==> src/hw/rtl/pse_pkg.sv <==
// shared types and constants of the postfix stack evaluator
package pse_pkg;

	localparam int STACK_DEPTH = 32;
	localparam int VALUE_WIDTH = 32;

	localparam int SP_W = $clog2(STACK_DEPTH + 1);
	localparam int AW   = $clog2(STACK_DEPTH);

	// ascii codes
	localparam logic [7:0] SYM_ADD  = 8'd43;
	localparam logic [7:0] SYM_SUB  = 8'd45;
	localparam logic [7:0] SYM_MUL  = 8'd42;
	localparam logic [7:0] SYM_DIV  = 8'd47;
	localparam logic [7:0] SYM_ZERO = 8'd48;
	localparam logic [7:0] SYM_NINE = 8'd57;

	// result status codes
	localparam logic [1:0] ST_OK    = 2'd0;
	localparam logic [1:0] ST_UNDER = 2'd1;
	localparam logic [1:0] ST_DIVZ  = 2'd2;
	localparam logic [1:0] ST_OVER  = 2'd3;

	typedef enum logic [1:0] {
		OP_ADD,
		OP_SUB,
		OP_MUL,
		OP_DIV
	} alu_op_t;

	typedef struct packed {
		logic    start;
		alu_op_t op;
	} alu_req_t;

	typedef struct packed {
		logic done;
		logic divz;
	} alu_rsp_t;

endpackage

==> src/hw/rtl/pse_ram.sv <==
// generic single-port-write, single-port-read ram with registered read
module pse_ram #(
	parameter int WIDTH = 32,
	parameter int DEPTH = 32
) (
	input  logic                     clk,
	input  logic                     wr_en,
	input  logic [$clog2(DEPTH)-1:0] wr_addr,
	input  logic [WIDTH-1:0]         wr_data,
	input  logic [$clog2(DEPTH)-1:0] rd_addr,
	output logic [WIDTH-1:0]         rd_data
);

	logic [WIDTH-1:0] mem [DEPTH];

	always_ff @(posedge clk) begin
		if (wr_en) begin
			mem[wr_addr] <= wr_data;
		end
		rd_data <= mem[rd_addr];
	end

endmodule

==> src/hw/rtl/pse_alu.sv <==
// shared arithmetic unit: registered add, sub and mul, bit-serial signed divide
module pse_alu import pse_pkg::*; (
	input  logic                   clk,
	input  logic                   arst_n,
	input  alu_req_t               req,
	input  logic [VALUE_WIDTH-1:0] a,
	input  logic [VALUE_WIDTH-1:0] b,
	output alu_rsp_t               rsp,
	output logic [VALUE_WIDTH-1:0] result
);

	localparam int W     = VALUE_WIDTH;
	localparam int CNT_W = $clog2(VALUE_WIDTH);

	typedef enum logic [1:0] {
		A_IDLE = 2'b01,
		A_DIV  = 2'b10
	} alu_state_t;

	alu_state_t       state_q;
	logic             done_q;
	logic             divz_q;
	logic [CNT_W-1:0] cnt_q;
	logic [W-1:0]     rem_q;
	logic [W-1:0]     quo_q;
	logic [W-1:0]     div_q;
	logic             neg_q;
	logic [W-1:0]     res_q;

	logic [W-1:0]   a_mag;
	logic [W-1:0]   b_mag;
	logic [2*W-1:0] prod;
	logic [W:0]     shifted;
	logic [W:0]     diff;
	logic           take;
	logic [W-1:0]   rem_next;
	logic [W-1:0]   quo_next;
	logic           start_div;

	assign a_mag     = a[W-1] ? (~a + 1'b1) : a;
	assign b_mag     = b[W-1] ? (~b + 1'b1) : b;
	assign prod      = a * b;
	assign shifted   = {rem_q, quo_q[W-1]};
	assign diff      = shifted - {1'b0, div_q};
	assign take      = ~diff[W];
	assign rem_next  = take ? diff[W-1:0] : shifted[W-1:0];
	assign quo_next  = {quo_q[W-2:0], take};
	assign start_div = (state_q == A_IDLE) && req.start && (req.op == OP_DIV) && (b != '0);

	always_ff @(posedge clk or negedge arst_n) begin
		if (!arst_n) begin
			state_q <= A_IDLE;
			done_q  <= 1'b0;
			divz_q  <= 1'b0;
			cnt_q   <= '0;
		end else begin
			done_q <= 1'b0;
			divz_q <= 1'b0;
			case (state_q)
				A_IDLE: begin
					if (req.start) begin
						if (start_div) begin
							state_q <= A_DIV;
							cnt_q   <= CNT_W'(W - 1);
						end else begin
							done_q <= 1'b1;
							divz_q <= (req.op == OP_DIV);
						end
					end
				end
				A_DIV: begin
					cnt_q <= cnt_q - 1'b1;
					if (cnt_q == '0) begin
						done_q  <= 1'b1;
						state_q <= A_IDLE;
					end
				end
				default: begin
					state_q <= A_IDLE;
				end
			endcase
		end
	end

	// datapath, no reset
	always_ff @(posedge clk) begin
		if (state_q == A_IDLE && req.start) begin
			case (req.op)
				OP_ADD:  res_q <= a + b;
				OP_SUB:  res_q <= a - b;
				OP_MUL:  res_q <= prod[W-1:0];
				default: res_q <= '0;
			endcase
			rem_q <= '0;
			quo_q <= a_mag;
			div_q <= b_mag;
			neg_q <= a[W-1] ^ b[W-1];
		end else if (state_q == A_DIV) begin
			rem_q <= rem_next;
			quo_q <= quo_next;
			if (cnt_q == '0) begin
				res_q <= neg_q ? (~quo_next + 1'b1) : quo_next;
			end
		end
	end

	assign rsp.done = done_q;
	assign rsp.divz = divz_q;
	assign result   = res_q;

endmodule

==> src/hw/rtl/postfix_stack_evaluator.sv <==
// top level of the postfix stack evaluator
//
// channel   dir  handshake            payload
// s_*       in   s_tvalid / s_tready  s_tdata[7:0] symbol, s_tlast last
// m_*       out  m_tvalid / m_tready  m_tdata[31:0] value, m_tuser[1:0] status
//
// a digit or an ignored character is taken without leaving S_IDLE; + - * go
// through S_RD_R, S_RD_L, S_CAP_L and S_EXEC (two stack reads from the ram, then
// the shared alu); / waits in S_EXEC on the alu divider, one quotient bit a cycle
// an item marked last adds S_POP and S_POPCAP, the final pop via the ram read port
// reset clears the stack pointer and the error; stack contents stay undefined
// the result waits in an output register; input is still taken meanwhile,
// but a final pop waits until that register has been taken
module postfix_stack_evaluator import pse_pkg::*; (
	input  logic        clk,
	input  logic        arst_n,
	input  logic        s_tvalid,
	output logic        s_tready,
	input  logic [7:0]  s_tdata,   // [7:0] symbol
	input  logic        s_tlast,
	output logic        m_tvalid,
	input  logic        m_tready,
	output logic [31:0] m_tdata,   // [31:0] value
	output logic [1:0]  m_tuser    // [1:0] status
);

	localparam int W = VALUE_WIDTH;

	// sequencer states
	typedef enum logic [6:0] {
		S_IDLE   = 7'b0000001,
		S_RD_R   = 7'b0000010,
		S_RD_L   = 7'b0000100,
		S_CAP_L  = 7'b0001000,
		S_EXEC   = 7'b0010000,
		S_POP    = 7'b0100000,
		S_POPCAP = 7'b1000000
	} state_t;

	state_t          state_q, state_d;
	logic [SP_W-1:0] sp_q, sp_d;
	logic [1:0]      err_q, err_d;
	logic            last_q;
	alu_op_t         op_q;
	logic            rzero_q;
	logic            lzero_q;
	logic [W-1:0]    right_q;
	logic            m_valid_q;
	logic [31:0]     m_value_q;
	logic [1:0]      m_status_q;

	logic            accept;
	logic            is_digit;
	logic            is_op;
	alu_op_t         sym_op;
	logic [W-1:0]    digit_val;
	logic            full;
	logic            empty;
	logic [SP_W-1:0] sp_m1;

	logic            wr_en;
	logic [AW-1:0]   wr_addr;
	logic [W-1:0]    wr_data;
	logic [AW-1:0]   rd_addr;
	logic [W-1:0]    rd_data;

	alu_req_t        alu_req;
	alu_rsp_t        alu_rsp;
	logic [W-1:0]    alu_a;
	logic [W-1:0]    alu_res;

	logic [64:0]     top_ext;
	logic            out_load;

	assign s_tready  = (state_q == S_IDLE);
	assign accept    = s_tvalid && s_tready;
	assign is_digit  = s_tdata inside {[SYM_ZERO:SYM_NINE]};
	assign is_op     = s_tdata inside {SYM_ADD, SYM_SUB, SYM_MUL, SYM_DIV};
	assign digit_val = {{(W - 4){1'b0}}, s_tdata[3:0]};
	assign full      = (sp_q == SP_W'(STACK_DEPTH));
	assign empty     = (sp_q == '0);
	assign sp_m1     = sp_q - 1'b1;
	assign alu_a     = lzero_q ? '0 : rd_data;

	// sign-extend or truncate the popped top to the 32-bit result field
	assign top_ext = {{(65 - W){rd_data[W-1]}}, rd_data};

	always_comb begin
		case (s_tdata)
			SYM_ADD: sym_op = OP_ADD;
			SYM_SUB: sym_op = OP_SUB;
			SYM_MUL: sym_op = OP_MUL;
			default: sym_op = OP_DIV;
		endcase
	end

	always_comb begin
		state_d       = state_q;
		sp_d          = sp_q;
		err_d         = err_q;
		wr_en         = 1'b0;
		wr_addr       = sp_q[AW-1:0];
		wr_data       = digit_val;
		rd_addr       = sp_m1[AW-1:0];
		alu_req.start = 1'b0;
		alu_req.op    = op_q;
		out_load      = 1'b0;
		case (state_q)
			S_IDLE: begin
				if (accept) begin
					if (is_digit) begin
						if (full) begin
							// digit dropped on a full stack
							if (err_q == ST_OK) err_d = ST_OVER;
						end else begin
							wr_en = 1'b1;
							sp_d  = sp_q + 1'b1;
						end
					end
					if (is_op) begin
						state_d = S_RD_R;
					end else if (s_tlast) begin
						state_d = S_POP;
					end
				end
			end
			S_RD_R: begin
				// pop right operand
				if (empty) begin
					if (err_q == ST_OK) err_d = ST_UNDER;
				end else begin
					sp_d = sp_m1;
				end
				state_d = S_RD_L;
			end
			S_RD_L: begin
				// pop left operand
				if (empty) begin
					if (err_q == ST_OK) err_d = ST_UNDER;
				end else begin
					sp_d = sp_m1;
				end
				state_d = S_CAP_L;
			end
			S_CAP_L: begin
				alu_req.start = 1'b1;
				state_d       = S_EXEC;
			end
			S_EXEC: begin
				if (alu_rsp.done) begin
					if (alu_rsp.divz && err_d == ST_OK) err_d = ST_DIVZ;
					if (full) begin
						if (err_d == ST_OK) err_d = ST_OVER;
					end else begin
						wr_en   = 1'b1;
						wr_data = alu_res;
						sp_d    = sp_q + 1'b1;
					end
					state_d = last_q ? S_POP : S_IDLE;
				end
			end
			S_POP: begin
				if (!m_valid_q) begin
					if (empty) begin
						if (err_q == ST_OK) err_d = ST_UNDER;
					end
					state_d = S_POPCAP;
				end
			end
			S_POPCAP: begin
				out_load = 1'b1;
				sp_d     = '0;
				err_d    = ST_OK;
				state_d  = S_IDLE;
			end
			default: begin
				state_d = S_IDLE;
			end
		endcase
	end

	always_ff @(posedge clk or negedge arst_n) begin
		if (!arst_n) begin
			state_q   <= S_IDLE;
			sp_q      <= '0;
			err_q     <= ST_OK;
			m_valid_q <= 1'b0;
		end else begin
			state_q <= state_d;
			sp_q    <= sp_d;
			err_q   <= err_d;
			if (out_load) begin
				m_valid_q <= 1'b1;
			end else if (m_tready) begin
				m_valid_q <= 1'b0;
			end
		end
	end

	// item, operand and result holding registers
	always_ff @(posedge clk) begin
		if (accept) begin
			last_q <= s_tlast;
			op_q   <= sym_op;
		end
		if (state_q == S_RD_R) begin
			rzero_q <= empty;
		end
		if (state_q == S_RD_L) begin
			lzero_q <= empty;
			right_q <= rzero_q ? '0 : rd_data;
		end
		if (out_load) begin
			m_value_q  <= (err_q == ST_OK) ? top_ext[31:0] : 32'd0;
			m_status_q <= err_q;
		end
	end

	pse_ram #(
		.WIDTH(VALUE_WIDTH),
		.DEPTH(STACK_DEPTH)
	) u_stack (
		.clk    (clk),
		.wr_en  (wr_en),
		.wr_addr(wr_addr),
		.wr_data(wr_data),
		.rd_addr(rd_addr),
		.rd_data(rd_data)
	);

	pse_alu u_alu (
		.clk   (clk),
		.arst_n(arst_n),
		.req   (alu_req),
		.a     (alu_a),
		.b     (right_q),
		.rsp   (alu_rsp),
		.result(alu_res)
	);

	assign m_tvalid = m_valid_q;
	assign m_tdata  = m_value_q;
	assign m_tuser  = m_status_q;

endmodule

==> config.mk <==
export PLATFORM = sky130hd
export DESIGN_NAME = postfix_stack_evaluator
export DESIGN_NICKNAME = d
export VERILOG_FILES = /design/src/hw/rtl/pse_pkg.sv /design/src/hw/rtl/pse_ram.sv /design/src/hw/rtl/pse_alu.sv /design/src/hw/rtl/postfix_stack_evaluator.sv
export SDC_FILE = /design/constraint.sdc
export NUM_CORES = 2
export LEC_CHECK = 0
export ABC_AREA = 1
export BUFFER_PORTS_ARGS = -buffer_cell sky130_fd_sc_hd__buf_2
export CORE_MARGIN = 5
export CORE_UTILIZATION = 40
export CTS_BUF_LIST = sky130_fd_sc_hd__clkbuf_4
export CTS_CLUSTER_SIZE = 28
export DETAILED_ROUTE_END_ITERATION = 12
export GPL_TIMING_DRIVEN = 0
export HOLD_SLACK_MARGIN = 0.03
export PLACE_DENSITY = 0.65
export SLEW_MARGIN = 10
export SYNTH_ARGS = -nofsm -noshare
export SYNTH_HDL_FRONTEND = slang
export SYNTH_SLANG_ARGS = --single-unit
==> constraint.sdc <==
create_clock -name clk -period 9.1 [get_ports clk]
set_input_delay 0.455 -clock clk [delete_from_list [all_inputs] [get_ports clk]]
set_output_delay 0.455 -clock clk [all_outputs]
set_load 0.005 [all_outputs]
Word-level counts from Yosys, hierarchy flattened

Memory sizes are Yosys's and may differ from the RTL's. A register that Yosys moved wholly into a read port is not among the register bits.
Index checks and enable logic that the tools add are counted.

Logic and storage cells: 160
Input bits: 13
Bits in writable memories: 1,024
Memories: 1
Output and inout bits: 36
Bits in registers: 225

$lt $le $gt $ge: 2
Add/subtract/negate cells: 9
Multiplexer cells: 67
Multipliers: 1
Equality and inequality tests: 28
Bitwise gates (word level): 5
Reductions and logical operators: 26

Memories:

| memory      | words | bits a word | rd ports | clocked after Yosys merged registers in | wr ports | line          | RTL |
|---|---|---|---|---|---|---|---|
| u_stack.mem | 32    | 32          | 1        | 1                                       | 1        | pse_ram.sv:14 | `logic [WIDTH-1:0] mem [DEPTH];` |

Operators with widths:

| operator                                                          | count |
|---|---|
| 2-to-1 mux 32 bit                                                 | 12 |
| adder 32 x 1 -> 32 bit, second input constant                     | 3 |
| NOT 32 bit                                                        | 3 |
| case mux 32 bit (3 select lines)                                  | 1 |
| case mux 7 bit (6 select lines)                                   | 1 |
| 2-to-1 mux 6 bit                                                  | 6 |
| 2-to-1 mux 7 bit                                                  | 5 |
| subtractor 33 x 32 -> 33 bit                                      | 1 |
| adder 32 bit                                                      | 1 |
| equality test 8 x 6 -> 1 bit, second input constant               | 4 |
| multiplier 32 x 32 -> 32 bit                                      | 1 |
| 2-to-1 mux 2 bit                                                  | 16 |
| nonzero test 32 bit                                               | 1 |
| subtractor 32 bit                                                 | 1 |
| 2-to-1 mux 31 bit                                                 | 1 |
| case mux 6 bit (4 select lines)                                   | 1 |
| 2-to-1 mux 1 bit                                                  | 16 |
| != test 2 x 1 -> 1 bit, second input constant                     | 8 |
| 2-to-1 mux 5 bit                                                  | 2 |
| case mux 2 bit (5 select lines)                                   | 1 |
| case mux 5 bit (2 select lines)                                   | 1 |
| greater-or-equal comparator 8 x 6 -> 1 bit, second input constant | 1 |
| <= comparator 8 x 6 -> 1 bit, second input constant               | 1 |
| nonzero test 2 bit                                                | 4 |
| other kinds (32)                                                  | 46 |

Longest topological paths before layout

Depth in word-level cells: 10
Gate-level depth with buffers: 37
Depth with buffers taken out: 34

Hierarchy

A second synthesis with hierarchy kept.

Cell total of the unflattened synthesis: 7,998
Area total of the unflattened synthesis: 75,563.7 um^2

Modules (own cells, without submodules):

| module                  | area each (um^2) | times used | cells an instance | sequential area each (um^2) |
|---|---|---|---|---|
| pse_ram                 | 42,405.7         | 1          | 3,536             | 31,390.1 |
| pse_alu                 | 28,818.9         | 1          | 3,974             | 3,779.9 |
| postfix_stack_evaluator | 4,339.2          | 1          | 488               | 2,533.7 |

Worst setup path after synthesis

No wires, ideal clock.

Kind: reg-to-reg
Start: register lzero_q
End: register u_alu.res_q[29] (netlist: u_alu.result[29]) (data pin)
Period minus slack after synthesis: 7,438 ps
Slack: 1,662 ps
Data required time: 8,841 ps
Cell stages (with the launch flop): 32
Setup time: 259 ps
Arrival time: 7,178 ps
Path through: edfxtp_1 > buf_6 > buf_4 > nor2_1 > clkbuf_1 > inv_1 > nor2_1 > fa_1 > inv_1 > fa_1 > fa_1 > fa_1 > inv_1 > fa_1 > inv_1 > fa_1 > inv_1 > fa_1 > fa_1 > ha_1 > a21oi_1 > o21ai_0 > a21oi_1 > nand3_1 > nand2_1 > o211ai_1 > a31o_2 > or2_2 > nand3_1 > nand2_1 > nand2_1 > nand2_1

Word-level cells in the longest chain between the ends: 4
Elaborated cells on any way between the ends: 6
Those cells by class: 2 x add/sub; 1 x mul; 3 x mux

Ends and longest elaborated chain:

| item                                                       | line                           | RTL |
|---|---|---|
| start, declared                                            | postfix_stack_evaluator.sv:46  | `logic lzero_q;` |
| start signal, assigned                                     | postfix_stack_evaluator.sv:210 | `lzero_q <= empty;` |
| 2-to-1 mux 32 bit *                                        | postfix_stack_evaluator.sv:83  | `assign alu_a = lzero_q ? '0 : rd_data;` |
| multiplier 32 x 32 -> 32 bit, or another cell as far along | pse_alu.sv:42                  | `assign prod = a * b;` |
| case mux 32 bit (3 select lines) *                         | pse_alu.sv:88                  | `case (req.op)` |
| 2-to-1 mux 32 bit *                                        | pse_alu.sv:87                  | `if (state_q == A_IDLE && req.start) begin` |
| end signal, assigned                                       | pse_alu.sv:89                  | `OP_ADD: res_q <= a + b;` |
| end signal, assigned                                       | pse_alu.sv:90                  | `OP_SUB: res_q <= a - b;` |
| end signal, assigned                                       | pse_alu.sv:91                  | `OP_MUL: res_q <= prod[W-1:0];` |
| end, declared                                              | pse_alu.sv:28                  | `logic [W-1:0] res_q;` |

Mark *: on every way between the ends. The rest lies on a longest branch, timed or not.
A chain may end at the register's enable or synchronous reset.

Worst setup path in the final report

Start: register lzero_q
End: register u_alu.res_q[26] (netlist: u_alu.result[26]) (data pin)

The elaborated chain is that of the path after synthesis.

==> impl_metrics.py <==
metrics = {
    "clocking": {
        "cts.clk_slew.worst_paths_ns": 0.07,
        "clk-insertion-delay-late_ns": 1.31,
        "htree_num_levels": 5,
        "ctsLongestPathBuffers": 4,
        "cts_tree": "done",
        "cts.root.buffer_cell": "clkbuf_4",
        "tritoncts.num_buffers": 341,
        "clock-sinks": 1281,
    },
    "timing": {
        "clock-skew-final_ns": 0.135,
        "relSlewSlack_pct": 2.27,
        "finalHoldViolations": 0,
        "timing.final.setup_violations": 0,
        "timing.final.ws_setup_ns": 0.00991,
        "post_layout_min_period_ns": 9.09,
        "fmax_ghz": 0.110,
        "period_share_pct": 99.9,
        "worst_slew_pin_slew_ns": 1.47,
        "slew_violations": 0,
        "fin_setup_tns_ns": 0,
    },
    "yosys": {
        "synth_xor_area_share_pct": 1.69,
        "synth_enable_flop_cells": 1192,
        "async_flop_share_pct": 1.95,
        "synth_area_leader_cell": "edfxtp_1",
        "synthesis.instances": 6868,
        "largest_family_of_logic_cells_by_synthesized_area": "adder cells",
        "yosys.area_share.adder_pct": 14.9,
        "fraction_of_the_mapped_netlist_area_in_simple_logic_gates_pct": 13.0,
        "syn_area_sq_um": 71600,
        "synth-seq-area-share_pct": 52.7,
        "synth_top_flop_cell": "edfxtp_1",
        "synth.area.mux_share_pct": 0,
        "synth_compound_gate_area_share_pct": 11.6,
        "synthesized_flop_and_latch_total": 1281,
        "yosysWarningCount": 0,
        "postSynthAreaPerCell_sq_um": 10.4,
        "post_synth_main_area_contributors": "edfxtp_1 50%, fa_1 11%, nor2_1 6.3%",
        "synth.top_cell.area_share_pct": 50.0,
        "synth.lib_cells_used.distinct": 64,
        "synth_fp_nets": 7489,
    },
    "floorplanning": {
        "boundaryPins": 49,
        "floorplan.initialDensity_pct": 40.2,
        "fp.dieArea_sq_um": 187000,
        "chip_height_um": 433,
        "die_width_um": 433,
        "floorplan.core_area_sq_um": 178000,
        "num_rows": 155,
    },
    "worst_hold_path": {
        "holdCritPathClass": "in2reg",
    },
    "setup_path": {
        "cp.buffers_inverters": 5,
        "rrSetupSlack_ns": 0.01,
        "timing.critical_path.arrival_ns": 10.05,
        "maximum_fanout_along_the_worst_path": 10,
        "critical_path.most_common_cell": "fa_1",
        "worst_path_largest_cell_delay_ns": 0.88,
        "crit_path_top_delay_cell": "nor2_2",
        "worstSetupPathType": "reg2reg",
        "crit_path_end_kind": "register",
        "crit_path_start_kind": "register",
        "cp_data_required_time_ns": 10.06,
        "timing.critical_path.max_delay_family": "adder cells",
    },
    "global_routing": {
        "grt_first_pass_wirelength_um": 374000,
        "grt.overflow.total": 0,
        "maximum_number_of_pins_on_one_net_before_global_route_repair": 36,
        "initial_antenna_violation_count": 15,
        "grt_pass1_vias": 55900,
        "grt_usage_pct": 27.4,
    },
    "job": {
        "max_cap_violations": 0,
    },
    "cells_and_area": {
        "num-nets-final": 7960,
        "nFillCells": 16500,
        "mostFrequentLayoutCell": "edfxtp_1",
        "fraction_of_final_layout_cells_sized_beyond_drive_strength_1_pct": 10.8,
        "layout_common_cells": "1,192 x edfxtp_1, 1,133 x nor2_1, 775 x nand2_1",
        "area_growth_pct": 13.5,
    },
    "routing": {
        "drt_drc_violations_left": 0,
        "drt-pass1-iter-count": 8,
        "detail_route.vias_per_cell": 5.74,
        "drt_iter0_markers": 7083,
        "drt-wirelength-per-cell_um": 26.4,
        "drt.antenna.violating_nets": 0,
        "wirelength_um": 262000,
        "route.vias.total": 57000,
    },
    "placement": {
        "detailedPlace.worstSlack_ns": -0.989,
        "dpl.hpwl_um": 193000,
        "gp_congestion": 0.994,
        "portBuffers": 48,
    },
    "outcome": {
        "status": "completed",
    },
}
[routing by layer]
metal	routed length [um]	part of all wire (%)	up-vias	track usage, %
met5	11	0.0042	-	0
met4	19900	7.6	2	17.9
met1	93500	36	27900	33.5
met3	29000	11	836	6.51
li1	-	-	24700	-
met2	120000	46	3580	43.7
[registers in the layout, indices dropped and copies added, names as in the netlist, 5 cells and up]
register and cells:
state_q 7, u_alu.cnt_q 5, u_stack.rd_data 32, right_q 32, u_alu.div_q 32, sp_q 6, u_stack.mem 1024, m_tdata 32
u_alu.quo_q 32, u_alu.result 32, u_alu.rem_q 32
[synthesized netlist by cell type, drive strengths merged (4+ instances only)]
library cell  number
a221oi             6
nor2            1206
a31oi             50
nor3              50
a32oi             31
a32o               9
nor4              19
inv              749
nand4             29
a31o               4
or2               23
clkbuf           321
xnor2             45
ha               198
dfrtp             23
nand3b            17
a21boi             4
clkinv            18
nand3            166
xor2              93
o31ai             11
fa               410
o211ai            21
o22ai             85
nand2            787
o21bai             8
edfxtp          1192
o21ai            781
o221ai           192
dfxtp             64
a21o              17
buf               61
a21oi            153
o311ai             7
[area by class of cell]
| type | count | area (sq um) | area share (%) |
|---|---|---|---|
| buffer | 373 | 1500 | 1.85 |
| multi-input combinational | 4438 | 30000 | 37.0 |
| clock inverter | 84 | 514 | 0.633 |
| sequential | 1281 | 37700 | 46.4 |
| inverter | 767 | 2910 | 3.58 |
| clock buffer | 483 | 3630 | 4.47 |
| antenna | 13 | 32.5 | 0.0401 |
| tap | 2355 | 2950 | 3.63 |
| timing repair buffer | 137 | 1940 | 2.39 |
[logic make-up (layout without fill, tap and decap cells)]
logic type / Yosys count / in the layout
xor gates and xnor gates: 138 / 138
and+or+nand+nor: 2301 / 2301
other: 0 / 13
DFF: 1281 / 1281
adders and majority gates: 608 / 608
buffers and inverters: 1149 / 1844
AOI/OAI and AO/OA: 1391 / 1391
[path summary, 6_finish.rpt]
path	startpoint	endpoint	depth (start not counted)
min in group asynchronous	arst_n	sp_q[3]	4
max in group asynchronous	arst_n	u_alu.cnt_q[0]	4
worst max register to register	lzero_q	u_alu.result[26]	26
worst min register to register	u_alu.rem_q[30]	u_alu.rem_q[30]	2
worst max-delay path	lzero_q	u_alu.result[26]	26
worst min-delay path	s_tlast	state_q[0]	5
[stage by stage]
stage          area (sq um)  hold slack, ns  cells  util (%)
2_1_floorplan         71600           0.159   6868         -
3_3_place_gp          74800           0.464   9271      41.9
3_5_place_dp          76700           0.462   9335      43.0
4_1_cts               81100          0.0922   9915      45.5
5_1_grt               81200           0.126   9925      45.6
6_report              81200           0.204   9931      45.6
[worst reg2reg max path: cells and delay by family (launching register included)]
family	cells	cell delay [ns]
flops	1	0.38
simple gates	7	2.05
fa+ha+maj	9	3.57
buf+inv	5	1.53
compound gates	5	1.34
[what timing repair did]
item                       4_1_cts  5_1_grt
setup buffers                    0        5
hold endpoints to repair       164        0
setup endpoints to repair       10       12
gates resized for setup          9       39
hold buffers                    20        0
Power is left out: the tool's default activity adds up to more than one toggle a clock period on the data nets, which glitch-free logic cannot reach.
